===== src/rtl/core/ats_pkg.sv =====
// Shared types and constants for the animation track scheduler.
// No dependencies; imported by ats_div and animation_track_scheduler.
`default_nettype none

package ats_pkg;

	localparam int TIME_W = 31;
	localparam int STAMP_W = 32;
	localparam int ALPHA_W = 17;
	localparam int FRAC_W = 16;
	localparam int IDX_W = 4;
	localparam int KIND_W = 2;
	localparam int DIV_CNT_W = 4;

	localparam logic [KIND_W-1:0] KIND_ADD    = 2'd0;
	localparam logic [KIND_W-1:0] KIND_START  = 2'd1;
	localparam logic [KIND_W-1:0] KIND_STOP   = 2'd2;
	localparam logic [KIND_W-1:0] KIND_UPDATE = 2'd3;

	localparam logic [ALPHA_W-1:0] ALPHA_ONE = 17'h10000;

	typedef struct packed {
		logic                is_callback;
		logic [IDX_W-1:0]    track_index;
		logic [ALPHA_W-1:0]  alpha;
		logic                running;
		logic                accepted;
		logic                last;
	} res_t;

	typedef struct packed {
		logic                start;
		logic [TIME_W-1:0]   rem;
		logic [TIME_W-1:0]   den;
	} div_req_t;

	typedef struct packed {
		logic                done;
		logic [FRAC_W-1:0]   quo;
	} div_rsp_t;

endpackage

`default_nettype wire


===== src/rtl/core/ats_ram.sv =====
// Generic single-port-write, single-port-read RAM with registered read data.
// No dependencies.
`default_nettype none

module ats_ram #(
	parameter int WIDTH = 62,
	parameter int DEPTH = 16
) (
	input  wire logic                                      clk,
	input  wire logic                                      we,
	input  wire logic [((DEPTH > 1) ? $clog2(DEPTH) : 1)-1:0] waddr,
	input  wire logic [WIDTH-1:0]                          wdata,
	input  wire logic                                      re,
	input  wire logic [((DEPTH > 1) ? $clog2(DEPTH) : 1)-1:0] raddr,
	output logic      [WIDTH-1:0]                          rdata
);

	logic [WIDTH-1:0] mem_q [DEPTH];

	always_ff @(posedge clk) begin
		if (we) begin
			mem_q[waddr] <= wdata;
		end
		if (re) begin
			rdata <= mem_q[raddr];
		end
	end

endmodule

`default_nettype wire


===== src/rtl/core/ats_div.sv =====
// Restoring divider, one quotient bit per cycle, for track progress fractions.
// Depends on ats_pkg (div_req_t, div_rsp_t, widths).
`default_nettype none

module ats_div
	import ats_pkg::*;
(
	input  wire logic     clk,
	input  wire logic     arst_n,
	input  wire div_req_t req,
	output div_rsp_t      rsp
);

	logic                 busy_q;
	logic                 done_q;
	logic [DIV_CNT_W-1:0] cnt_q;
	logic [TIME_W-1:0]    rem_q;
	logic [TIME_W-1:0]    den_q;
	logic [FRAC_W-1:0]    quo_q;
	logic [TIME_W:0]      shifted;
	logic                 fits;

	assign shifted = {rem_q, 1'b0};
	assign fits = shifted >= {1'b0, den_q};

	always_ff @(posedge clk or negedge arst_n) begin
		if (!arst_n) begin
			busy_q <= 1'b0;
			done_q <= 1'b0;
			cnt_q  <= '0;
		end else begin
			done_q <= 1'b0;
			if (req.start) begin
				busy_q <= 1'b1;
				cnt_q  <= '0;
			end else if (busy_q) begin
				cnt_q <= cnt_q + 1'b1;
				if (cnt_q == DIV_CNT_W'(FRAC_W - 1)) begin
					busy_q <= 1'b0;
					done_q <= 1'b1;
				end
			end
		end
	end

	always_ff @(posedge clk) begin
		if (req.start) begin
			rem_q <= req.rem;
			den_q <= req.den;
			quo_q <= '0;
		end else if (busy_q) begin
			rem_q <= fits ? TIME_W'(shifted - {1'b0, den_q}) : shifted[TIME_W-1:0];
			quo_q <= {quo_q[FRAC_W-2:0], fits};
		end
	end

	assign rsp.done = done_q;
	assign rsp.quo  = quo_q;

endmodule

`default_nettype wire


===== src/rtl/core/animation_track_scheduler.sv =====
// Animation track scheduler top level: sequencer, track table RAM, output register.
// Depends on ats_pkg, ats_ram and ats_div.
//
//  channel  signals                                     flow  accepted when
//  in       in_valid in_stall kind track_start          in    in_valid & !in_stall
//           track_end now_ms
//  out      out_valid out_stall is_callback track_index out   out_valid & !out_stall
//           alpha running accepted last
//  cfg      cfg_we cfg_wdata (duration_ms)              in    cfg_we
//
// Add, start and refused or idle items go from decode to the status beat, then to idle.
// Update: each track takes a table RAM read and check, plus the divider and
// one output beat for an active track; reaching the duration adds a stop.
// Stop emits one beat per track per cycle while out_stall is low, then the status beat.
// No clearing pass after reset; out_stall holds the sequencer at its next beat.
`default_nettype none

module animation_track_scheduler
	import ats_pkg::*;
#(
	parameter int MAX_TRACKS = 16
) (
	input  wire logic                clk,
	input  wire logic                arst_n,
	input  wire logic                cfg_we,
	input  wire logic [TIME_W-1:0]   cfg_wdata,
	input  wire logic                in_valid,
	output logic                     in_stall,
	input  wire logic [KIND_W-1:0]   kind,
	input  wire logic [TIME_W-1:0]   track_start,
	input  wire logic [TIME_W-1:0]   track_end,
	input  wire logic [STAMP_W-1:0]  now_ms,
	output logic                     out_valid,
	input  wire logic                out_stall,
	output logic                     is_callback,
	output logic [IDX_W-1:0]         track_index,
	output logic [ALPHA_W-1:0]       alpha,
	output logic                     running,
	output logic                     accepted,
	output logic                     last
);

	localparam int CW = $clog2(MAX_TRACKS + 1);
	localparam int IW = (MAX_TRACKS > 1) ? $clog2(MAX_TRACKS) : 1;

	localparam logic [2:0] ST_IDLE   = 3'd0;
	localparam logic [2:0] ST_DECODE = 3'd1;
	localparam logic [2:0] ST_RD     = 3'd2;
	localparam logic [2:0] ST_EVAL   = 3'd3;
	localparam logic [2:0] ST_DIV    = 3'd4;
	localparam logic [2:0] ST_EMIT   = 3'd5;
	localparam logic [2:0] ST_HALT   = 3'd6;
	localparam logic [2:0] ST_STATUS = 3'd7;

	logic [2:0]            state_q;
	logic [KIND_W-1:0]     kind_q;
	logic [TIME_W-1:0]     ts_q;
	logic [TIME_W-1:0]     te_q;
	logic [STAMP_W-1:0]    now_q;
	logic [TIME_W-1:0]     duration_q;
	logic [CW-1:0]         count_q;
	logic                  running_q;
	logic [STAMP_W-1:0]    stamp_q;
	logic [MAX_TRACKS-1:0] done_q;
	logic [TIME_W-1:0]     t_q;
	logic [CW-1:0]         pos_q;
	logic                  acc_q;
	logic                  out_valid_q;
	res_t                  out_q;

	logic [2*TIME_W-1:0]   ram_rdata;
	logic [TIME_W-1:0]     trk_b;
	logic [TIME_W-1:0]     trk_e;
	logic [STAMP_W-1:0]    diff;
	logic [TIME_W-1:0]     t_calc;
	logic [CW-1:0]         pos_nxt;
	logic                  last_trk;
	logic                  is_active;
	logic                  is_ended;
	logic                  out_free;
	logic                  emit;
	res_t                  res;
	logic                  step_done;
	logic                  add_ok;
	div_req_t              div_req;
	div_rsp_t              div_rsp;

	assign in_stall = state_q != ST_IDLE;
	assign out_free = !out_valid_q || !out_stall;

	assign trk_b = ram_rdata[2*TIME_W-1:TIME_W];
	assign trk_e = ram_rdata[TIME_W-1:0];

	assign diff   = now_q - stamp_q;
	assign t_calc = (diff > {1'b0, duration_q}) ? duration_q : diff[TIME_W-1:0];

	assign pos_nxt   = pos_q + 1'b1;
	assign last_trk  = pos_nxt == count_q;
	assign is_active = (trk_b <= t_q) && (trk_e > t_q);
	assign is_ended  = (trk_e <= t_q) && !done_q[pos_q[IW-1:0]];
	assign add_ok    = (state_q == ST_DECODE) && (kind_q == KIND_ADD)
		&& (count_q < CW'(MAX_TRACKS));

	assign step_done = ((state_q == ST_EVAL) && !is_active && (!is_ended || out_free))
		|| ((state_q == ST_EMIT) && out_free);

	assign div_req.start = (state_q == ST_EVAL) && is_active;
	assign div_req.rem   = t_q - trk_b;
	assign div_req.den   = trk_e - trk_b;

	ats_ram #(
		.WIDTH (2 * TIME_W),
		.DEPTH (MAX_TRACKS)
	) u_track_ram (
		.clk   (clk),
		.we    (add_ok),
		.waddr (count_q[IW-1:0]),
		.wdata ({ts_q, te_q}),
		.re    (state_q == ST_RD),
		.raddr (pos_q[IW-1:0]),
		.rdata (ram_rdata)
	);

	ats_div u_div (
		.clk    (clk),
		.arst_n (arst_n),
		.req    (div_req),
		.rsp    (div_rsp)
	);

	always_comb begin
		emit = 1'b0;
		res  = '0;
		res.track_index = IDX_W'(pos_q);
		unique case (state_q)
			ST_EVAL: begin
				if (!is_active && is_ended) begin
					emit            = 1'b1;
					res.is_callback = 1'b1;
					res.alpha       = ALPHA_ONE;
					res.running     = 1'b1;
				end
			end
			ST_EMIT: begin
				emit            = 1'b1;
				res.is_callback = 1'b1;
				res.alpha       = {1'b0, div_rsp.quo};
				res.running     = 1'b1;
			end
			ST_HALT: begin
				if (pos_q != count_q) begin
					emit            = 1'b1;
					res.is_callback = 1'b1;
				end
			end
			ST_STATUS: begin
				emit            = 1'b1;
				res.track_index = '0;
				res.running     = running_q;
				res.accepted    = acc_q;
				res.last        = 1'b1;
			end
			default: begin
				emit = 1'b0;
			end
		endcase
	end

	always_ff @(posedge clk) begin
		if (state_q == ST_IDLE && in_valid) begin
			kind_q <= kind;
			ts_q   <= track_start;
			te_q   <= track_end;
			now_q  <= now_ms;
		end
		if (state_q == ST_DECODE) begin
			t_q <= t_calc;
		end
		if (emit && out_free) begin
			out_q <= res;
		end
	end

	always_ff @(posedge clk or negedge arst_n) begin
		if (!arst_n) begin
			state_q     <= ST_IDLE;
			duration_q  <= '0;
			count_q     <= '0;
			running_q   <= 1'b0;
			stamp_q     <= '0;
			done_q      <= '0;
			pos_q       <= '0;
			acc_q       <= 1'b0;
			out_valid_q <= 1'b0;
		end else begin
			if (cfg_we) begin
				duration_q <= cfg_wdata;
			end

			if (emit && out_free) begin
				out_valid_q <= 1'b1;
			end else if (!out_stall) begin
				out_valid_q <= 1'b0;
			end

			unique case (state_q)
				ST_IDLE: begin
					if (in_valid) begin
						state_q <= ST_DECODE;
					end
				end
				ST_DECODE: begin
					acc_q   <= 1'b0;
					pos_q   <= '0;
					state_q <= ST_STATUS;
					unique case (kind_q)
						KIND_ADD: begin
							if (add_ok) begin
								done_q[count_q[IW-1:0]] <= 1'b0;
								count_q <= count_q + 1'b1;
								acc_q   <= 1'b1;
							end
						end
						KIND_START: begin
							if (!running_q) begin
								stamp_q   <= now_q;
								running_q <= 1'b1;
								acc_q     <= 1'b1;
							end
						end
						KIND_STOP: begin
							if (running_q) begin
								running_q <= 1'b0;
								done_q    <= '0;
								acc_q     <= 1'b1;
								state_q   <= ST_HALT;
							end
						end
						KIND_UPDATE: begin
							if (running_q) begin
								acc_q <= 1'b1;
								if (count_q != '0) begin
									state_q <= ST_RD;
								end else if (t_calc == duration_q) begin
									running_q <= 1'b0;
									done_q    <= '0;
									state_q   <= ST_HALT;
								end
							end
						end
						default: begin
							state_q <= ST_STATUS;
						end
					endcase
				end
				ST_RD: begin
					state_q <= ST_EVAL;
				end
				ST_EVAL: begin
					if (is_active) begin
						state_q <= ST_DIV;
					end else if (is_ended && out_free) begin
						done_q[pos_q[IW-1:0]] <= 1'b1;
					end
				end
				ST_DIV: begin
					if (div_rsp.done) begin
						state_q <= ST_EMIT;
					end
				end
				ST_EMIT: begin
					state_q <= ST_EMIT;
				end
				ST_HALT: begin
					if (pos_q == count_q) begin
						state_q <= ST_STATUS;
					end else if (out_free) begin
						pos_q <= pos_nxt;
					end
				end
				ST_STATUS: begin
					if (out_free) begin
						state_q <= ST_IDLE;
					end
				end
				default: begin
					state_q <= ST_IDLE;
				end
			endcase

			// advance to the next track; after the last, stop if the duration is reached, else report status
			if (step_done) begin
				if (last_trk) begin
					if (t_q == duration_q) begin
						running_q <= 1'b0;
						done_q    <= '0;
						pos_q     <= '0;
						state_q   <= ST_HALT;
					end else begin
						state_q <= ST_STATUS;
					end
				end else begin
					pos_q   <= pos_nxt;
					state_q <= ST_RD;
				end
			end
		end
	end

	assign out_valid   = out_valid_q;
	assign is_callback = out_q.is_callback;
	assign track_index = out_q.track_index;
	assign alpha       = out_q.alpha;
	assign running     = out_q.running;
	assign accepted    = out_q.accepted;
	assign last        = out_q.last;

	a_count_bound: assert property (@(posedge clk) disable iff (!arst_n)
		count_q <= CW'(MAX_TRACKS))
		else $error("track count above table size");

	a_div_only_running: assert property (@(posedge clk) disable iff (!arst_n)
		(state_q == ST_DIV || state_q == ST_EMIT) |-> running_q)
		else $error("divide outside a running update");

	a_scan_in_table: assert property (@(posedge clk) disable iff (!arst_n)
		(state_q == ST_RD || state_q == ST_EVAL || state_q == ST_DIV || state_q == ST_EMIT)
		|-> (pos_q < count_q))
		else $error("track scan past the track count");

	a_accept_decodes: assert property (@(posedge clk) disable iff (!arst_n)
		(in_valid && !in_stall) |=> (state_q == ST_DECODE))
		else $error("accepted beat not decoded");

	a_halt_not_running: assert property (@(posedge clk) disable iff (!arst_n)
		(state_q == ST_HALT) |-> !running_q)
		else $error("stop sweep with running flag set");

endmodule

`default_nettype wire

===== config.mk =====
export PLATFORM = sky130hd
export DESIGN_NAME = animation_track_scheduler
export DESIGN_NICKNAME = d
export VERILOG_FILES = /design/src/rtl/core/ats_pkg.sv /design/src/rtl/core/ats_ram.sv /design/src/rtl/core/ats_div.sv /design/src/rtl/core/animation_track_scheduler.sv
export SDC_FILE = /design/constraint.sdc
export NUM_CORES = 2
export LEC_CHECK = 0
export BUFFER_PORTS_ARGS = -buffer_cell sky130_fd_sc_hd__buf_2
export CAP_MARGIN = 40
export CORE_MARGIN = 2
export CORE_UTILIZATION = 45
export CTS_BUF_LIST = sky130_fd_sc_hd__clkbuf_16
export DETAILED_ROUTE_END_ITERATION = 10
export PLACE_DENSITY_LB_ADDON = 0.25
export SLEW_MARGIN = 20
export SYNTH_ARGS = -nofsm -noshare
export SYNTH_HDL_FRONTEND = slang
export SYNTH_SLANG_ARGS = --single-unit

===== constraint.sdc =====
create_clock -name clk -period 7.3 [get_ports clk]
set_clock_uncertainty 0.15 [all_clocks]
set_input_delay 1.095 -clock clk [delete_from_list [all_inputs] [get_ports clk]]
set_output_delay 1.095 -clock clk [all_outputs]
set_load 0.01 [all_outputs]

==> impl_table.tex <==
\begin{tabular}{lr}
\hline
Metric & Value \\
\hline
\multicolumn{2}{l}{\textbf{Job}} \\
\quad Max-Cap Viols & 0 \\
\multicolumn{2}{l}{\textbf{Synth}} \\
\quad Count of flip-flops with a built-in enable after synthesis & 1268 \\
\quad Cell count after synthesis & between 3000 and 4000 \\
\quad Flops \& latches, synth & 1385 \\
\quad Cell accounting for the most synthesized area & sky130\_fd\_sc\_hd\_\_edfxtp\_1 \\
\quad Total nets after synthesis & 4222 \\
\quad Post-synth ARST share & 0.0729 \\
\quad Per-instance average area after synthesis & 16.0 um\^{}2 \\
\quad Sequential cell area fraction in the yosys report & 0.659 \\
\quad Top area cells in the synthesized netlist & sky130\_fd\_sc\_hd\_\_edfxtp\_1 61\%, sky130\_fd\_sc\_hd\_\_mux4\_2 11\%, sky130\_fd\_sc\_hd\_\_dfrtp\_1 4.1\% \\
\quad Number of library cell types mapped by synthesis & 104 \\
\quad Warnings, synthesis & 0 \\
\quad Cell Area, Synth & around 62000 um\^{}2 \\
\quad Portion of synthesized cell area occupied by the leading cell type & 0.613 \\
\quad Most used flip-flop cell after synthesis & sky130\_fd\_sc\_hd\_\_edfxtp\_1 \\
\multicolumn{2}{l}{\textbf{Global routing}} \\
\quad Vias in the first global route & about 35000 \\
\quad Initial antenna violation count & 6 \\
\quad GR Overflow Total & 0 \\
\quad GRT Overall Usage & 0.227 \\
\quad First-pass GRT wire length & $\sim$240 mm \\
\quad Largest net degree at the start of global routing & 125 \\
\multicolumn{2}{l}{\textbf{CTS}} \\
\quad TritonCTS clock tree & done \\
\quad Quantity of hold-fixing buffers added after cts & 0 \\
\quad Clk\_lat worst skew & around 0.81 ns \\
\quad Clock transition at the registers of the reported paths & roughly 0.05 ns \\
\quad Clock tree root driver cell & sky130\_fd\_sc\_hd\_\_clkbuf\_16 \\
\quad Count of instances resized after the clock tree is built & 0 \\
\quad Number of buffers inserted by post-CTS setup repair & 0 \\
\quad Buffers from clock root to sink, at most & 3 \\
\quad Sinks on the clock net & 1385 \\
\quad H-tree Lvls & 4 \\
\quad Clock buffers created by TritonCTS & 151 \\
\multicolumn{2}{l}{\textbf{STA}} \\
\quad Share of the clock period used by the worst path after layout & 0.822 \\
\quad Max Slew Vio Count & 0 \\
\quad Setup TNS Final & 0 ns \\
\quad Number of hold-slack violations in the final timing report & 0 \\
\quad Setup-failing EPs final & 0 \\
\quad Worst relative slew slack & 0.351 \\
\quad Unrepaired setup endpoints after global routing & no \\
\quad Max Clk Rate & 0.167 GHz \\
\quad Minimum clock period after layout & about 6.0 ns \\
\quad Slew at the pin with the worst max-slew slack & 0.964 ns \\
\multicolumn{2}{l}{\textbf{Worst setup path}} \\
\quad Maximum fanout along the worst path & 33 \\
\quad Register-to-register setup slack & approximately 1.3 ns \\
\quad Worst Setup Start Kind & flop \\
\quad R2R Path Start & now\_q[6]\$\_DFFE\_PP\_ \\
\quad Req. time, crit path & 7.84 ns \\
\quad Nature of the critical path endpoint & flop \\
\quad R2r worst-path depth & 19 \\
\quad Startpoint-to-endpoint class of the critical path & reg -> reg \\
\quad Crit Reg-Reg Endpoint & done\_q[9]\$\_DFF\_PN0\_ \\
\quad Data arrival time of the critical path & $\sim$6.5 ns \\
\multicolumn{2}{l}{\textbf{Placed design}} \\
\quad Global placer's final weighted congestion & between 0.9 and 1 \\
\quad Post-placement cell area & about 65000 um\^{}2 \\
\quad Port buffer count & 158 \\
\quad Estimated wirelength of the detail-placed design & 103 mm \\
\multicolumn{2}{l}{\textbf{Floorplanning}} \\
\quad Floorplan die width & 376 um \\
\quad I/O pin count & 159 \\
\quad Die Y & 376 um \\
\quad Initial Utilization & 0.452 \\
\quad Site row count & $\sim$140 \\
\quad Die Outline Area & 141000 um\^{}2 \\
\quad Floorplan core area & 137000 um\^{}2 \\
\multicolumn{2}{l}{\textbf{Power and ir drop}} \\
\quad Maximum vdd ir drop & 0.172 mV \\
\quad Pwr/cell area & roughly 230 nW/um\^{}2 \\
\quad Leak & 24.6 nW \\
\multicolumn{2}{l}{\textbf{Routing}} \\
\quad Pre-antenna DRT Iters & 7 \\
\quad Post-DRT Antenna Nets & 0 \\
\quad Detailed-route via count & roughly 35000 \\
\quad DRC violation count after routing & 0 \\
\quad WL per Instance & 26.5 um \\
\quad DRT iter0 DRCs & between 3000 and 4000 \\
\quad Avg Vias per Cell & 5.88 \\
\quad Total detailed-routing wirelength & 160 mm \\
\multicolumn{2}{l}{\textbf{Outcome}} \\
\quad Result of the run & finished, final reports clean \\
\multicolumn{2}{l}{\textbf{Cells and area}} \\
\quad Final-stage net count & 4450 \\
\quad Ratio of cells with drive above 1 in the final layout & 0.204 \\
\quad Layout fillers & about 11000 \\
\quad Area grow syn2layout & 13.4\% \\
\quad Number of diodes added for antenna fixing & 0 \\
\quad Summed area of non-filler cells in the final layout & 70400 um\^{}2 \\
\multicolumn{2}{l}{\textbf{Hold path}} \\
\quad Hold/Removal Path Class & in -> async \\
\hline
\end{tabular}
## per-layer routing
| metal | global-route usage | wire length [um] | part of all wire | up-vias |
|---|---|---|---|---|
| li1 | - | - | - | 15800 |
| met1 | 0.337 | 72400 | 0.45 | 18300 |
| met2 | 0.352 | 74400 | 0.47 | 1176 |
| met3 | 0.0363 | 9490 | 0.059 | 195 |
| met4 | 0.0599 | 3510 | 0.022 | 2 |
| met5 | 0 | 13 | 0.000081 | - |
## state kept, by name, indices dropped and copies added, names as in the netlist, 2 cells and up
| name | count |
|---|---|
| ts_q | 31 |
| pos_q | 5 |
| alpha | 17 |
| te_q | 31 |
| done_q | 16 |
| state_q | 3 |
| stamp_q | 32 |
| u_track_ram.mem_q | 992 |
| t_q | 31 |
| now_q | 32 |
| track_index | 4 |
| u_div.cnt_q | 4 |
| u_div.quo_q | 16 |
| duration_q | 31 |
| count_q | 5 |
| u_div.den_q | 31 |
| kind_q | 2 |
| u_div.rem_q | 31 |
| u_track_ram.rdata | 62 |
## critical path, stage by stage (launching register included)
cell	delay [ns]
sky130_fd_sc_hd__edfxtp_1	0.38
sky130_fd_sc_hd__ha_1	0.55
sky130_fd_sc_hd__o211ai_1	0.18
sky130_fd_sc_hd__and3b_1	0.26
sky130_fd_sc_hd__nor3_1	0.64
sky130_fd_sc_hd__o21a_1	0.36
sky130_fd_sc_hd__o21ai_0	0.20
sky130_fd_sc_hd__nand2_1	0.16
sky130_fd_sc_hd__a211oi_1	0.10
sky130_fd_sc_hd__nor3_1	0.22
sky130_fd_sc_hd__ha_1	0.29
sky130_fd_sc_hd__a21o_1	0.16
sky130_fd_sc_hd__a21oi_1	0.24
sky130_fd_sc_hd__nand2_1	0.08
sky130_fd_sc_hd__a21oi_1	0.10
sky130_fd_sc_hd__o21ai_0	0.12
sky130_fd_sc_hd__o21ai_0	0.19
sky130_fd_sc_hd__o211a_2	0.70
sky130_fd_sc_hd__o2111ai_2	0.42
sky130_fd_sc_hd__a311oi_1	0.37
## layout make-up
class / count / area (um^2) / share of cell area
flip-flops and latches: 1385 / 40900 / 0.581
multi-input cells: 2128 / 19900 / 0.282
clock buffers: 154 / 3850 / 0.0547
well taps: 1794 / 2240 / 0.0319
repair buffers: 231 / 1710 / 0.0242
clock inverters: 122 / 1010 / 0.0143
inverters: 223 / 846 / 0.0120
## through the flow
stage	total power [mW]	utilization	worst slack (ns)	std cells	hold WS (ns)
final	16.2	0.513	1.30	6037	0.132
after global routing	16.7	0.513	0.827	6037	0.146
after CTS	16.4	0.512	1.35	6032	0.115
after detailed placement	8.96	0.477	1.37	5756	0.307
after global placement	8.95	0.474	1.47	5740	0.302
after floorplan	8.84	-	1.49	3892	0.291
## cells in the final DEF, fill, tap and decap left out, types with 20 or more instances in the layout
cell type / instances
sky130_fd_sc_hd__dfrtp_1: 97
sky130_fd_sc_hd__mux4_2: 315
sky130_fd_sc_hd__mux2_2: 35
sky130_fd_sc_hd__a211oi_1: 38
sky130_fd_sc_hd__xnor2_1: 94
sky130_fd_sc_hd__nand4_1: 46
sky130_fd_sc_hd__ha_1: 194
sky130_fd_sc_hd__and2_1: 39
sky130_fd_sc_hd__xor2_1: 52
sky130_fd_sc_hd__edfxtp_1: 1268
sky130_fd_sc_hd__buf_4: 50
sky130_fd_sc_hd__buf_2: 157
sky130_fd_sc_hd__clkbuf_16: 154
sky130_fd_sc_hd__o21a_1: 29
sky130_fd_sc_hd__or3_1: 23
sky130_fd_sc_hd__inv_1: 259
sky130_fd_sc_hd__clkinv_1: 25
sky130_fd_sc_hd__a21oi_1: 162
sky130_fd_sc_hd__clkinv_2: 28
sky130_fd_sc_hd__o211ai_1: 20
sky130_fd_sc_hd__nor2_1: 148
sky130_fd_sc_hd__a21o_1: 58
sky130_fd_sc_hd__nand2_1: 193
sky130_fd_sc_hd__nor2b_1: 29
sky130_fd_sc_hd__nor4_1: 20
sky130_fd_sc_hd__nor3_1: 58
sky130_fd_sc_hd__mux2i_1: 28
sky130_fd_sc_hd__nand3_1: 59
sky130_fd_sc_hd__o21ai_0: 156
sky130_fd_sc_hd__nand2b_1: 32
## worst max-delay path by stage
stage | startpoint | endpoint | slack [ns] | cells after the start
final | now_q[6]$_DFFE_PP_ | done_q[9]$_DFF_PN0_ | 1.30 | 19
after global routing | now_q[6]$_DFFE_PP_ | done_q[11]$_DFF_PN0_ | 0.83 | 19
after CTS | now_q[6]$_DFFE_PP_ | done_q[9]$_DFF_PN0_ | 1.35 | 19
after detailed placement | now_q[6]$_DFFE_PP_ | t_q[25]$_DFFE_PP_ | 1.37 | 19
after global placement | now_q[6]$_DFFE_PP_ | done_q[9]$_DFF_PN0_ | 1.47 | 19
after floorplan | in_valid | kind_q[0]$_DFFE_PP_ | 1.49 | 2
## kinds of logic after synthesis
group,Yosys count,synth area share
DFF,1385,0.659
and+or+nand+nor,751,0.0613
AOI/OAI and AO/OA,651,0.0687
buffers and inverters,379,0.0236
muxes,378,0.125
adders and majority gates,198,0.0404
xor gates and xnor gates,150,0.0220
## Yosys cell counts, types with 9 or more instances
library cell and instances:
sky130_fd_sc_hd__o21ai_1 15, sky130_fd_sc_hd__a2111oi_0 9, sky130_fd_sc_hd__a21boi_0 10, sky130_fd_sc_hd__clkbuf_1 101, sky130_fd_sc_hd__and3_1 16, sky130_fd_sc_hd__mux2_2 35
sky130_fd_sc_hd__edfxtp_1 1268, sky130_fd_sc_hd__mux2i_1 28, sky130_fd_sc_hd__dfxtp_1 16, sky130_fd_sc_hd__o21a_1 29, sky130_fd_sc_hd__a311oi_1 14, sky130_fd_sc_hd__a211oi_1 38
sky130_fd_sc_hd__nor2_1 163, sky130_fd_sc_hd__a21o_1 58, sky130_fd_sc_hd__nor2b_1 29, sky130_fd_sc_hd__or3_1 23, sky130_fd_sc_hd__o211ai_1 20, sky130_fd_sc_hd__xnor2_1 94
sky130_fd_sc_hd__mux4_2 315, sky130_fd_sc_hd__or2_2 14, sky130_fd_sc_hd__nand4_1 46, sky130_fd_sc_hd__a21oi_1 162, sky130_fd_sc_hd__inv_1 221, sky130_fd_sc_hd__and2_1 39
sky130_fd_sc_hd__o21bai_1 18, sky130_fd_sc_hd__o21ai_0 156, sky130_fd_sc_hd__nor3_1 59, sky130_fd_sc_hd__nand3_1 60, sky130_fd_sc_hd__dfrtp_1 101, sky130_fd_sc_hd__a31oi_1 19
sky130_fd_sc_hd__nand2_1 193, sky130_fd_sc_hd__xor2_1 52, sky130_fd_sc_hd__nand2b_1 32, sky130_fd_sc_hd__buf_2 19, sky130_fd_sc_hd__a211o_1 10, sky130_fd_sc_hd__nor4_1 20
sky130_fd_sc_hd__ha_1 194, sky130_fd_sc_hd__buf_1 32
## report_power, final
part	leakage [nW]	switching [mW]	internal [mW]	total (mW)
Combinational	9.27	0.121	0.0810	0.202
Sequential	12.8	0.0282	8.56	8.59
Clock	2.54	3.23	4.19	7.43
Total	24.6	3.38	12.8	16.2
No activity file was read; power rests on OpenSTA's default activity.
